===== src/hdl/fac_pkg.sv =====
package fac_pkg;

	typedef enum logic [2:0] {
		OP_ATOM,
		OP_OPEN,
		OP_CLOSE,
		OP_PLUS,
		OP_MINUS,
		OP_DIGIT,
		OP_BAD
	} fac_op_t;

	typedef struct packed {
		fac_op_t    op;
		logic [1:0] atom;
		logic [3:0] digit;
		logic       last;
	} fac_word_t;

	localparam logic [1:0] ATOM_C    = 2'd0;
	localparam logic [1:0] ATOM_H    = 2'd1;
	localparam logic [1:0] ATOM_O    = 2'd2;
	localparam logic [1:0] ATOM_SITE = 2'd3;

	localparam logic [2:0] PREV_GROUP = 3'd4;
	localparam logic [2:0] PREV_NONE  = 3'd7;

	localparam logic [7:0] SYM_C     = 8'h43;
	localparam logic [7:0] SYM_H     = 8'h48;
	localparam logic [7:0] SYM_O     = 8'h4F;
	localparam logic [7:0] SYM_SITE  = 8'h2A;
	localparam logic [7:0] SYM_OPEN  = 8'h28;
	localparam logic [7:0] SYM_CLOSE = 8'h29;
	localparam logic [7:0] SYM_PLUS  = 8'h2B;
	localparam logic [7:0] SYM_MINUS = 8'h2D;
	localparam logic [7:0] SYM_ZERO  = 8'h30;
	localparam logic [7:0] SYM_NINE  = 8'h39;

	localparam logic signed [7:0] CHARGE_MAX = 8'sd127;
	localparam logic signed [7:0] CHARGE_MIN = -8'sd128;

endpackage


===== src/hdl/fac_front.sv =====
module fac_front (
	input  logic                  in_valid,
	output logic                  in_stall,
	input  logic [7:0]            symbol,
	input  logic                  final_char,
	input  logic                  q_full,
	output logic                  q_push,
	output fac_pkg::fac_word_t    q_word
);

	logic [7:0] digit_off;

	assign in_stall  = q_full;
	assign q_push    = in_valid && !q_full;
	assign digit_off = symbol - fac_pkg::SYM_ZERO;

	always_comb begin
		q_word.op    = fac_pkg::OP_BAD;
		q_word.atom  = fac_pkg::ATOM_C;
		q_word.digit = digit_off[3:0];
		q_word.last  = final_char;
		case (symbol)
			fac_pkg::SYM_C: begin
				q_word.op   = fac_pkg::OP_ATOM;
				q_word.atom = fac_pkg::ATOM_C;
			end
			fac_pkg::SYM_H: begin
				q_word.op   = fac_pkg::OP_ATOM;
				q_word.atom = fac_pkg::ATOM_H;
			end
			fac_pkg::SYM_O: begin
				q_word.op   = fac_pkg::OP_ATOM;
				q_word.atom = fac_pkg::ATOM_O;
			end
			fac_pkg::SYM_SITE: begin
				q_word.op   = fac_pkg::OP_ATOM;
				q_word.atom = fac_pkg::ATOM_SITE;
			end
			fac_pkg::SYM_OPEN:  q_word.op = fac_pkg::OP_OPEN;
			fac_pkg::SYM_CLOSE: q_word.op = fac_pkg::OP_CLOSE;
			fac_pkg::SYM_PLUS:  q_word.op = fac_pkg::OP_PLUS;
			fac_pkg::SYM_MINUS: q_word.op = fac_pkg::OP_MINUS;
			default: begin
				if (symbol inside {[fac_pkg::SYM_ZERO:fac_pkg::SYM_NINE]}) begin
					q_word.op = fac_pkg::OP_DIGIT;
				end
			end
		endcase
	end

endmodule


===== src/hdl/fac_queue.sv =====
module fac_queue (
	input  logic               clk,
	input  logic               arst_n,
	input  logic               push,
	input  fac_pkg::fac_word_t push_word,
	output logic               full,
	output logic               head_valid,
	output fac_pkg::fac_word_t head_word,
	input  logic               pop
);

	fac_pkg::fac_word_t mem_q [2];
	logic [1:0]         count_q;
	logic               wr_q;
	logic               rd_q;

	assign full       = (count_q == 2'd2);
	assign head_valid = (count_q != 2'd0);
	assign head_word  = mem_q[rd_q];

	always_ff @(posedge clk or negedge arst_n) begin
		if (!arst_n) begin
			count_q <= 2'd0;
			wr_q    <= 1'b0;
			rd_q    <= 1'b0;
		end else begin
			if (push) begin
				wr_q <= !wr_q;
			end
			if (pop) begin
				rd_q <= !rd_q;
			end
			case ({push, pop})
				2'b10:   count_q <= count_q + 2'd1;
				2'b01:   count_q <= count_q - 2'd1;
				default: count_q <= count_q;
			endcase
		end
	end

	always_ff @(posedge clk) begin
		if (push) begin
			mem_q[wr_q] <= push_word;
		end
	end

`ifndef ASSERT_OFF
	a_count_bound: assert property (@(posedge clk) disable iff (!arst_n)
		count_q != 2'd3)
		else $error("queue count out of range");

	a_pop_nonempty: assert property (@(posedge clk) disable iff (!arst_n)
		pop |-> head_valid)
		else $error("pop from empty queue");

	a_push_grows: assert property (@(posedge clk) disable iff (!arst_n)
		(push && !pop) |=> count_q == $past(count_q) + 2'd1)
		else $error("queue count did not grow on push");
`endif

endmodule


===== src/hdl/fac_back.sv =====
module fac_back #(
	parameter int COUNT_BITS = 10
) (
	input  logic                     clk,
	input  logic                     arst_n,
	input  logic                     head_valid,
	input  fac_pkg::fac_word_t       head_word,
	output logic                     pop,
	output logic                     out_valid,
	input  logic                     out_stall,
	output logic [9:0]               carbon_total,
	output logic [9:0]               hydrogen_total,
	output logic [9:0]               oxygen_total,
	output logic [9:0]               site_total,
	output logic signed [7:0]        net_charge,
	output logic signed [13:0]       reduction_number,
	output logic                     bad_symbol
);

	localparam int PW = COUNT_BITS + 5;
	localparam int SW = COUNT_BITS + 6;
	localparam int OW = (COUNT_BITS > 10) ? COUNT_BITS : 10;
	localparam int RW = (COUNT_BITS + 4 > 14) ? COUNT_BITS + 4 : 14;
	localparam logic signed [SW-1:0] SAT_MAX = SW'({COUNT_BITS{1'b1}});
	localparam logic signed [PW-1:0] ONE     = PW'(1);

	logic [COUNT_BITS-1:0] tot_q [4];
	logic [COUNT_BITS-1:0] grp_q [4];
	logic [COUNT_BITS-1:0] tot_d [4];
	logic [COUNT_BITS-1:0] grp_d [4];
	logic signed [PW-1:0]  prod [4];
	logic signed [7:0]     charge_q;
	logic signed [7:0]     charge_d;
	logic                  inside_q;
	logic                  inside_d;
	logic [2:0]            prev_q;
	logic [2:0]            prev_d;
	logic                  err_q;
	logic                  err_d;
	logic signed [4:0]     mult;
	logic signed [PW-1:0]  mult_w;
	logic [1:0]            pa;

	logic                  out_valid_q;
	logic [COUNT_BITS-1:0] out_tot_q [4];
	logic signed [7:0]     out_charge_q;
	logic                  out_err_q;

	logic [OW-1:0]         c_ext;
	logic [OW-1:0]         h_ext;
	logic [OW-1:0]         o_ext;
	logic [OW-1:0]         s_ext;
	logic signed [RW-1:0]  red_w;

	function automatic logic [COUNT_BITS-1:0] sat_add(
		input logic [COUNT_BITS-1:0] base,
		input logic signed [PW-1:0]  delta
	);
		logic signed [SW-1:0] v;
		v = signed'(SW'(base)) + SW'(delta);
		if (v < 0) begin
			sat_add = '0;
		end else if (v > SAT_MAX) begin
			sat_add = '1;
		end else begin
			sat_add = v[COUNT_BITS-1:0];
		end
	endfunction

	assign pop    = head_valid && (!head_word.last || !out_valid_q || !out_stall);
	assign mult   = signed'({1'b0, head_word.digit}) - 5'sd1;
	assign mult_w = PW'(mult);
	assign pa     = prev_q[1:0];

	always_comb begin
		for (int i = 0; i < 4; i++) begin
			prod[i] = PW'(signed'({1'b0, grp_q[i]})) * mult_w;
		end
	end

	always_comb begin
		tot_d    = tot_q;
		grp_d    = grp_q;
		charge_d = charge_q;
		inside_d = inside_q;
		prev_d   = prev_q;
		err_d    = err_q;
		case (head_word.op)
			fac_pkg::OP_ATOM: begin
				tot_d[head_word.atom] = sat_add(tot_q[head_word.atom], ONE);
				if (inside_q) begin
					grp_d[head_word.atom] = sat_add(grp_q[head_word.atom], ONE);
				end
				prev_d = {1'b0, head_word.atom};
			end
			fac_pkg::OP_OPEN: begin
				inside_d = 1'b1;
				for (int i = 0; i < 4; i++) begin
					grp_d[i] = '0;
				end
			end
			fac_pkg::OP_CLOSE: begin
				inside_d = 1'b0;
				prev_d   = fac_pkg::PREV_GROUP;
			end
			fac_pkg::OP_PLUS: begin
				if (charge_q != fac_pkg::CHARGE_MAX) begin
					charge_d = charge_q + 8'sd1;
				end
			end
			fac_pkg::OP_MINUS: begin
				if (charge_q != fac_pkg::CHARGE_MIN) begin
					charge_d = charge_q - 8'sd1;
				end
			end
			fac_pkg::OP_DIGIT: begin
				if (prev_q == fac_pkg::PREV_GROUP) begin
					for (int i = 0; i < 4; i++) begin
						tot_d[i] = sat_add(tot_q[i], prod[i]);
						grp_d[i] = '0;
					end
				end else if (!prev_q[2]) begin
					tot_d[pa] = sat_add(tot_q[pa], mult_w);
					if (inside_q) begin
						grp_d[pa] = sat_add(grp_q[pa], mult_w);
					end
				end
			end
			fac_pkg::OP_BAD: err_d = 1'b1;
			default: ;
		endcase
	end

	always_ff @(posedge clk or negedge arst_n) begin
		if (!arst_n) begin
			for (int i = 0; i < 4; i++) begin
				tot_q[i] <= '0;
				grp_q[i] <= '0;
			end
			charge_q    <= '0;
			inside_q    <= 1'b0;
			prev_q      <= fac_pkg::PREV_NONE;
			err_q       <= 1'b0;
			out_valid_q <= 1'b0;
		end else begin
			if (pop && head_word.last) begin
				for (int i = 0; i < 4; i++) begin
					tot_q[i] <= '0;
					grp_q[i] <= '0;
				end
				charge_q    <= '0;
				inside_q    <= 1'b0;
				prev_q      <= fac_pkg::PREV_NONE;
				err_q       <= 1'b0;
				out_valid_q <= 1'b1;
			end else begin
				if (pop) begin
					tot_q    <= tot_d;
					grp_q    <= grp_d;
					charge_q <= charge_d;
					inside_q <= inside_d;
					prev_q   <= prev_d;
					err_q    <= err_d;
				end
				if (!out_stall) begin
					out_valid_q <= 1'b0;
				end
			end
		end
	end

	always_ff @(posedge clk) begin
		if (pop && head_word.last) begin
			out_tot_q    <= tot_d;
			out_charge_q <= charge_d;
			out_err_q    <= err_d;
		end
	end

	assign c_ext = OW'(out_tot_q[fac_pkg::ATOM_C]);
	assign h_ext = OW'(out_tot_q[fac_pkg::ATOM_H]);
	assign o_ext = OW'(out_tot_q[fac_pkg::ATOM_O]);
	assign s_ext = OW'(out_tot_q[fac_pkg::ATOM_SITE]);

	// h - 2o + 4c, kept to the low bits of the result word
	assign red_w = signed'(RW'(out_tot_q[fac_pkg::ATOM_H]))
		- signed'(RW'({out_tot_q[fac_pkg::ATOM_O], 1'b0}))
		+ signed'(RW'({out_tot_q[fac_pkg::ATOM_C], 2'b00}));

	assign out_valid        = out_valid_q;
	assign carbon_total     = c_ext[9:0];
	assign hydrogen_total   = h_ext[9:0];
	assign oxygen_total     = o_ext[9:0];
	assign site_total       = s_ext[9:0];
	assign net_charge       = out_charge_q;
	assign reduction_number = red_w[13:0];
	assign bad_symbol       = out_err_q;

`ifndef ASSERT_OFF
	a_last_loads_out: assert property (@(posedge clk) disable iff (!arst_n)
		(pop && head_word.last) |=> out_valid_q)
		else $error("final word did not load the result register");

	a_last_clears: assert property (@(posedge clk) disable iff (!arst_n)
		(pop && head_word.last) |=>
			(charge_q == 8'sd0 && !inside_q && !err_q && prev_q == fac_pkg::PREV_NONE))
		else $error("state not cleared after final word");

	a_no_overwrite: assert property (@(posedge clk) disable iff (!arst_n)
		(out_valid_q && out_stall) |-> !(pop && head_word.last))
		else $error("held result overwritten");
`endif

endmodule


===== src/hdl/formula_atom_counter.sv =====
// Formula atom counter: takes a species formula one character per word and, on the
// word marked final_char, returns the C, H, O and site counts, net charge, the
// reduction number h - 2o + 4c and a flag for unknown characters; state then
// clears for the next formula. One character is taken every cycle unless a full
// queue raises in_stall; the result register is loaded when the final character
// is popped from the queue. The back end sets the rate, updating the running
// counts, including the group digit multiply, per character popped; a two-word
// queue sits between the character decoder and the back end, and the result
// register lets characters of the next formula keep flowing while a result waits.
module formula_atom_counter #(
	parameter int COUNT_BITS = 10
) (
	input  logic               clk,
	input  logic               arst_n,
	input  logic               in_valid,
	output logic               in_stall,
	input  logic [7:0]         symbol,
	input  logic               final_char,
	output logic               out_valid,
	input  logic               out_stall,
	output logic [9:0]         carbon_total,
	output logic [9:0]         hydrogen_total,
	output logic [9:0]         oxygen_total,
	output logic [9:0]         site_total,
	output logic signed [7:0]  net_charge,
	output logic signed [13:0] reduction_number,
	output logic               bad_symbol
);

	logic               q_full;
	logic               q_push;
	fac_pkg::fac_word_t q_word;
	logic               head_valid;
	fac_pkg::fac_word_t head_word;
	logic               q_pop;

	fac_front u_front (
		.in_valid   (in_valid),
		.in_stall   (in_stall),
		.symbol     (symbol),
		.final_char (final_char),
		.q_full     (q_full),
		.q_push     (q_push),
		.q_word     (q_word)
	);

	fac_queue u_queue (
		.clk        (clk),
		.arst_n     (arst_n),
		.push       (q_push),
		.push_word  (q_word),
		.full       (q_full),
		.head_valid (head_valid),
		.head_word  (head_word),
		.pop        (q_pop)
	);

	fac_back #(
		.COUNT_BITS (COUNT_BITS)
	) u_back (
		.clk              (clk),
		.arst_n           (arst_n),
		.head_valid       (head_valid),
		.head_word        (head_word),
		.pop              (q_pop),
		.out_valid        (out_valid),
		.out_stall        (out_stall),
		.carbon_total     (carbon_total),
		.hydrogen_total   (hydrogen_total),
		.oxygen_total     (oxygen_total),
		.site_total       (site_total),
		.net_charge       (net_charge),
		.reduction_number (reduction_number),
		.bad_symbol       (bad_symbol)
	);

endmodule


===== config.mk =====
export PLATFORM = sky130hd
export DESIGN_NAME = formula_atom_counter
export DESIGN_NICKNAME = d
export VERILOG_FILES = /design/src/hdl/fac_pkg.sv /design/src/hdl/fac_front.sv /design/src/hdl/fac_queue.sv /design/src/hdl/fac_back.sv /design/src/hdl/formula_atom_counter.sv
export SDC_FILE = /design/constraint.sdc
export NUM_CORES = 1
export LEC_CHECK = 0
export BUFFER_PORTS_ARGS = -buffer_cell sky130_fd_sc_hd__buf_2
export CORE_UTILIZATION = 41
export CTS_CLUSTER_SIZE = 10
export DETAILED_ROUTE_END_ITERATION = 6
export PLACE_DENSITY = 0.57
export SLEW_MARGIN = 40
export SYNTH_ARGS = -nofsm -noshare
export SYNTH_HDL_FRONTEND = slang
export SYNTH_SLANG_ARGS = --single-unit

===== constraint.sdc =====
create_clock -name clk -period 17.4 [get_ports clk]
set_clock_uncertainty 0.15 [all_clocks]
set_input_delay 1.74 -clock clk [delete_from_list [all_inputs] [get_ports clk]]
set_output_delay 1.74 -clock clk [all_outputs]
set_load 0.02 [all_outputs]

### Word-level counts from Yosys, hierarchy flattened

Memories as Yosys holds them, arrays and structs flattened.
Cells that the tools add are included.

| word-level totals | value |
|---|---|
| logic and storage cells | 196 |
| RAM bits | 20 |
| memories kept | 1 |
| bits of input ports | 13 |
| output and inout bits | 65 |
| bits in registers | 147 |

| cells by class | value |
|---|---|
| multipliers | 4 |
| magnitude comparators | 22 |
| bitwise logic cells | 2 |
| reductions and logical operators | 25 |
| mux-type cells | 80 |
| eq/ne operators | 24 |
| add/subtract/negate cells | 16 |

Memories:

| name | depth | bits a word | read ports | clocked after Yosys merged registers in | write ports | line | RTL |
|---|---|---|---|---|---|---|---|
| u_queue.mem_q | 2 | 10 | 1 | 0 | 1 | fac_queue.sv:12 | `fac_pkg::fac_word_t mem_q [2];` |

Operators by type and width:

| kind | count |
|---|---|
| 40-bit 2-to-1 mux | 10 |
| 10-bit 2-to-1 mux | 36 |
| 40-bit bitwise mux | 4 |
| 40-bit one-hot mux with 3 select lines | 1 |
| 16-bit by 11-bit greater-than comparator with 1-bit output, second input constant | 6 |
| 16-bit by 1-bit < comparator with 1-bit output, second input constant | 6 |
| 10-bit binary-select mux with 2-bit select | 4 |
| 40-bit one-hot mux with 2 select lines | 1 |
| 11-bit by 15-bit adder with 16-bit output | 4 |
| 11-bit by 5-bit multiplier with 15-bit output | 4 |
| 10-bit demux with 2-bit select | 2 |
| 8-bit by 6-bit equality test with 1-bit output, second input constant | 5 |
| 8-bit 2-to-1 mux | 4 |
| 11-bit by 5-bit adder with 12-bit output | 2 |
| 8-bit by 7-bit equality test with 1-bit output, second input constant | 3 |
| 12-bit by 11-bit greater-than comparator with 1-bit output, second input constant | 2 |
| 12-bit by 1-bit < comparator with 1-bit output, second input constant | 2 |
| 10-bit by 1-bit adder with 11-bit output, second input constant | 2 |
| 8-bit != test, second input constant | 2 |
| 8-bit one-hot mux with 2 select lines | 1 |
| 3-bit one-hot mux with 5 select lines | 1 |
| 14-bit by 13-bit adder with 14-bit output | 1 |
| 3-bit equality test, second input constant | 4 |
| 10-bit by 11-bit subtractor with 12-bit output | 1 |
| 36 further kinds | 65 |

### Longest topological paths before layout

Gate-level depths: netlist (run 1).

| logic depth | value |
|---|---|
| depth in word-level cells | 19 |
| gate-level depth with buffers | 32 |

### Cells and area by module

From an unflattened synthesis (run 1), not the netlist that was laid out.

| unflattened totals | value |
|---|---|
| cells, all modules | 2550 |
| area total of the unflattened synthesis | 21909.8 sq um |

By module, submodules not included:

| module | area each (sq um) | cells an instance | times used |
|---|---|---|---|
| fac_back | 20793.7 | 2471 | 1 |
| fac_queue | 909.6 | 47 | 1 |
| fac_front | 206.4 | 32 | 1 |

### Worst setup path before layout (run 1)

No wires, ideal clock.

| path | value |
|---|---|
| path type | register to register |
| from | reg u_queue.rd_q |
| to | reg u_back.out_tot_q, in the netlist u_back.site_total[1], data pin |
| required time | 17087 ps |
| clock period less this slack | 8788 ps |
| cell stages (with the launch flop) | 31 |
| arrival time | 8476 ps |
| slack | 8612 ps |
| setup time | 163 ps |
| path buffers | 6 |
| path through | dfrtp_1 -> buf_6 -> buf_6 -> buf_2 -> mux2i_1 -> clkbuf_1 -> ha_1 -> or4bb_1 -> nand2_1 -> buf_4 -> clkbuf_1 -> nand2b_1 -> fa_1 -> fa_1 -> fa_1 -> inv_1 -> ha_1 -> a21o_1 -> a221o_1 -> nor2_1 -> xnor2_1 -> ha_1 -> nand2_1 -> or3_1 -> o21ai_0 -> a21oi_1 -> a2111oi_1 -> a21oi_1 -> nand2_1 -> o21ai_0 -> o221ai_1 |

RTL lines:

| item | line | RTL |
|---|---|---|
| from (decl) | fac_queue.sv:15 | `logic rd_q;` |
| from (signal assigned) | fac_queue.sv:31 | `rd_q <= !rd_q;` |
| to (signal assigned) | fac_back.sv:174 | `out_tot_q <= tot_d;` |
| to (decl) | fac_back.sv:45 | `logic [COUNT_BITS-1:0] out_tot_q [4];` |

==> results of run 1 <==
## where the power goes
group	internal (µW)	total [µW]	switching, µW	leakage [µW]
sequential	539	678	139	0.00200
clock	208	417	208	0.000300
combinational	866	2570	1700	0.00832
## logic make-up after synthesis
group | Yosys count | share of synthesized area (%)
and+or+nand+nor | 845 | 19.27
DFF | 167 | 20.46
buffers and inverters | 337 | 5.892
xor gates and xnor gates | 105 | 4.190
adders and majority gates | 320 | 21.76
muxes | 75 | 5.705
AOI/OAI and AO/OA | 741 | 22.72
## layout make-up
cell class                 instances  area [µm²]  area share (%)
timing repair buffer             111       651.9           2.717
sequential                       167        4528           18.87
clock buffer                      17       425.4           1.773
clock inverter                    15       191.4          0.7978
tap                              688       860.8           3.588
inverter                         249       934.6           3.895
multi-input combinational       2086       16400           68.36
## registers in the layout (all words and copies together) (netlist names)
register,cells
u_queue.count_q,2
u_back.carbon_total,10
u_back.grp_q,40
u_queue.mem_q,20
u_back.site_total,10
u_back.prev_q,3
u_back.tot_q,40
u_back.net_charge,8
u_back.out_valid,1
u_queue.wr_q,1
u_back.hydrogen_total,10
u_queue.rd_q,1
u_back.oxygen_total,10
u_back.err_q,1
u_back.bad_symbol,1
u_back.charge_q,8
u_back.inside_q,1
## worst min-delay path by stage
stage                        end  cells after the start
floorplan           u_back.err_q                      2
global placement    u_back.err_q                      2
detailed placement  u_back.err_q                      2
CTS                 u_back.err_q                      2
global route        u_back.err_q                      2
finish              u_queue.wr_q                      1
## routing by layer
layer	wire length (µm)	up-vias	global-route usage, %
met2	34550	963	44.41
met1	35160	10283	40.24
met5	13	-	0
met3	6471	173	5.618
met4	3068	2	11.39
li1	-	9492	-
## cell usage in the layout (no fill, tap or decap), types with 30 or more instances in the layout
cell type	n
inv_1	247
ha_1	212
nor2_1	197
nand2_1	194
o21ai_0	155
a21oi_1	149
and2_1	121
fa_1	108
dfrtp_1	95
buf_2	77
xnor2_1	72
edfxtp_1	69
nor3_1	54
nor2b_1	52
o221ai_1	52
nand3_1	48
nand2b_1	43
mux4_2	39
a21o_1	33
buf_4	32
o21a_1	31
xor2_1	31
a211oi_1	30
## through the flow
step	cells	area, µm²
after floorplan	2590	22130
after global routing	3333	23990
after CTS	3333	23960
final	3333	23990
after global placement	3299	23300
after detailed placement	3301	23340
==> flow_summary.json, run 1 <==
{
  "dp_hpwl_um": 60710,
  "via_count": 20913,
  "coreArea_mm2": 0.05297,
  "yosysMostFrequentCell": "inv_1",
  "cp_slowest_cell": "nor4_1",
  "n_antenna_cell": 0,
  "cts.htree.levels": 4,
  "root_buffer": "clkbuf_16",
  "worst-path-stages": 27,
  "clock-sinks": 167,
  "design_power_total_uw": 3664,
  "drive_above_1_share_pct": 9.792,
  "ys_seq_area_share_pct": 20.46,
  "initial_utilization_pct": 41.77,
  "hold_class": "register to register",
  "place.gp.congestion": 1.009,
  "post_cts_resized": 0,
  "chipHeight_um": 234.3,
  "worstSetupStartpoint": "u_queue.rd_q",
  "nets": 2965,
  "netlist_top_cells_area": "ha_1, dfrtp_1, fa_1, edfxtp_1, inv_1",
  "cts_setup_buffers": 0,
  "post-place-ws_ns": 8.323,
  "die_w_um": 234.3,
  "track_usage_pct": 29.06,
  "synth_edf_count": 69,
  "viasPerCell": 6.275,
  "synth.top_cell.area_share_pct": 11.99,
  "n_fill_cell": 5212,
  "async_flop_share_pct": 58.68,
  "rows": 84,
  "worstPathRequired_ns": 17.56,
  "r2r_setup_slack_ns": 8.33,
  "fin_ws_ns": 8.329,
  "drv_cap": 0,
  "dr.pass1.iters": 6,
  "grt_overflow": 0,
  "synth_cell_types": 98,
  "max-slew-margin-rel_pct": 30.33,
  "p_leak_uw": 0.01061,
  "drv_slew": 0,
  "crit_path_start_kind": "register",
  "clkLatencyLatePin_ns": 0.51,
  "cp_max_fo": 46,
  "crit_family": "compound AO/OA/AOI/OAI gates",
  "ios": 78,
  "drc_errors": 0,
  "area_growth_pct": 8.437,
  "tightest_slew_ns": 1.036,
  "syn_area_mm2": 0.02213,
  "hp-start": "u_queue.wr_q",
  "critPathArrivalTime_ns": 9.23,
  "ys_ff_latch": 167,
  "clock_path_buffers": 2,
  "r2r_cells": 27,
  "setup_viol": 0,
  "slowest_delay_ns": 0.60,
  "dieArea_mm2": 0.05490,
  "min_period_over_period_pct": 52.13,
  "cts_tree": "built",
  "r2r_end": "u_back.carbon_total[0]",
  "syn_nets": 2923,
  "avgSynthCellArea_um2": 8.543,
  "port_buffers": 77,
  "powerDensity_mw_per_mm2": 152.7,
  "clkTransAtPathRegs_ns": 0.08,
  "yosys.area.top_type": "ha_1",
  "vdd_ir_drop_max_uv": 206.3,
  "grt_pass1_vias": 19565,
  "postRouteAntennaNets": 0,
  "yosys_warnings": 0,
  "layout_min_cycle_time_ns": 9.071,
  "grt_max_degree": 51,
  "synth_common_cells": "inv_1, ha_1, nor2_1, nand2_1, o21ai_0",
  "post-route-util_pct": 45.30,
  "worst_hold_slack_ns": 0.3580,
  "fin_setup_tns_ns": 0,
  "rsz0062_at_grt": "false",
  "max_freq_ghz": 0.1102,
  "totalWireLength_um": 79260,
  "numCtsBuffers": 17,
  "cts_hold_buf": 0,
  "outcome": "finished clean",
  "syn_inst": 2590,
  "critical_path_class": "register to register",
  "hold_viol": 0,
  "crit_path_end": "u_back.carbon_total[0]",
  "antenna_found_initial": 2,
  "r2r_start": "u_queue.rd_q",
  "critPathBufInv": 6,
  "grt_pass1_wl_um": 119900,
  "worstSetupEndpointType": "register",
  "ys.flop_type": "dfrtp_1",
  "wl_per_cell_um": 23.78,
  "first_iter_violations": 2080
}
(Power assumes the default switching activity.)
==> run 2: changes to the inputs <==
- PLACE_DENSITY: 0.57 -> 0.59
- clock period: 17.4 -> 8.2 ns (I/O delays scaled with it)
==> flow_summary.json, run 2 (synthesis gave the netlist of run 1 again) <==
{
  "outcome": "finished clean",
  "rsz0062_at_grt": "false",
  "wl_met1_um": 34540,
  "vdd_ir_drop_max_uv": 343.4,
  "min_period_over_period_pct": 95.42,
  "layout.cells.most_common_list": "inv_1, ha_1, nor2_1",
  "track_usage_pct": 29.55,
  "p_int_uw": 3473,
  "chipHeight_um": 234.3,
  "dr.pass1.iters": 6,
  "cpMostUsedCell": "fa_1",
  "grt_pass1_wl_um": 121300,
  "place.gp.congestion": 1.006,
  "coreArea_mm2": 0.05297,
  "grt_pass1_vias": 19589,
  "max-slew-margin-rel_pct": 33.91,
  "fin_ws_ns": 0.3752,
  "die_w_um": 234.3,
  "drive_above_1_share_pct": 10.17,
  "rows": 84,
  "cts.htree.levels": 4,
  "totalWireLength_um": 80350,
  "worstSetupEndpointType": "register",
  "worstPathRequired_ns": 8.24,
  "pwr-share-seq_pct": 19.0,
  "crit_path_start_kind": "register",
  "fin_setup_tns_ns": 0,
  "p_sw_uw": 4302,
  "first_iter_violations": 2068,
  "antenna_found_initial": 1,
  "numCtsBuffers": 17,
  "area_growth_pct": 8.730,
  "via_count": 20918,
  "root_buffer": "clkbuf_16",
  "clock_path_buffers": 2,
  "nets": 2975,
  "tightest_slew_ns": 0.9638,
  "hold_class": "input pin to asynchronous set/reset pin",
  "powerDensity_mw_per_mm2": 323.2,
  "clkPwrFrac_pct": 11.2,
  "slowest_delay_ns": 0.55,
  "setup_viol": 0,
  "final_common_cell": "inv_1",
  "wl_per_cell_um": 24.04,
  "max_freq_ghz": 0.1278,
  "port_buffers": 77,
  "grt_overflow": 0,
  "cp_max_fo": 16,
  "p_comb_share_pct": 69.8,
  "drv_cap": 0,
  "crit_family": "adder cells",
  "n_antenna_cell": 0,
  "drc_errors": 0,
  "route.met3.wl_um": 5972,
  "clkLatencyLatePin_ns": 0.50,
  "sw_frac_of_total_pct": 55.34,
  "dieArea_mm2": 0.05490,
  "ios": 78,
  "postRouteAntennaNets": 0,
  "met2_length_um": 35790,
  "grt_max_degree": 55,
  "p_leak_uw": 0.01065,
  "layout_min_cycle_time_ns": 7.825,
  "critPathBufInv": 2,
  "critical_path_class": "register to register",
  "clock-sinks": 167,
  "clkTransAtPathRegs_ns": 0.07,
  "worst_hold_slack_ns": 0.2163,
  "drv_slew": 0,
  "n_fill_cell": 5187,
  "post-place-ws_ns": 0.3058,
  "reg_top3": "u_back.grp_q: 40 flops, u_back.tot_q: 40 flops, u_queue.mem_q: 20 flops",
  "worstPathCellList": "mux2i_1, ha_1, or4bb_1, nand2_2, buf_6, nand2b_1, fa_1, fa_1, inv_1, fa_1, fa_1, a21o_1, a21oi_1, xnor2_1, ha_1, nand4_1, a211oi_1, o21ai_0, a2111o_1, a211oi_1, o22ai_2, nand2_1, a21boi_0, o221ai_1",
  "cp_slowest_cell": "fa_1",
  "dp_hpwl_um": 62070,
  "critPathArrivalTime_ns": 7.87,
  "viasPerCell": 6.257,
  "dr.max_layer_used": "met5",
  "cts_tree": "built",
  "initial_utilization_pct": 41.77,
  "hold_viol": 0
}
-- run 2: cell type report --
| class | instances | area [µm²] | area share, % |
|---|---|---|---|
| Inverter | 249 | 934.6 | 3.885 |
| Sequential cell | 167 | 4528 | 18.82 |
| Timing Repair Buffer | 121 | 732.0 | 3.042 |
| Multi-Input combinational cell | 2086 | 16410 | 68.20 |
| Clock buffer | 19 | 432.9 | 1.799 |
| Clock inverter | 13 | 162.7 | 0.6761 |
| Tap cell | 688 | 860.8 | 3.578 |
-- run 2: timing repair --
item,4_1_cts,5_1_grt
gates resized for setup,0,4
setup endpoints to repair,0,19
setup buffers,0,0
hold buffers,0,0
hold endpoints to repair,0,0
-- run 2: stage by stage --
stage	area [µm²]	total power (µW)	util (%)	cells
6_report	24060	7775	45.42	3343
5_1_grt	24060	8311	45.42	3343
4_1_cts	24030	7710	45.36	3342
3_5_place_dp	23430	6813	44.24	3310
3_3_place_gp	23400	6728	44.18	3310
2_1_floorplan	22140	4998	-	2590
-- run 2: worst paths after layout --
kind | start | depth (start not counted) | slack, ns | to
setup / recovery | u_queue.rd_q | 24 | 0.38 | u_back.hydrogen_total[3]
hold / removal | arst_n | 1 | 0.22 | u_back.err_q
setup reg to reg | u_queue.rd_q | 24 | 0.38 | u_back.hydrogen_total[3]
hold reg to reg | u_back.err_q | 2 | 0.36 | u_back.err_q
max in group asynchronous | arst_n | 2 | 6.41 | u_back.grp_q[6]
min in group clk | u_back.err_q | 2 | 0.36 | u_back.err_q
-- run 2: power groups by stage --
stage                     Combinational, µW  Sequential (µW)  Clock [µW]
final                                  5420             1480         870
after global placement                 5250             1480           0
after CTS                              5360             1470         879
after detailed placement               5330             1490           0
after global routing                   5910             1500         907
after floorplan                        3560             1440           0
-- run 2: routing by layer --
metal | GRT usage [%] | vias up
li1 | - | 9507
met2 | 46.41 | 983
met4 | 14.40 | 2
met1 | 38.92 | 10238
met5 | 0 | -
met3 | 5.545 | 188
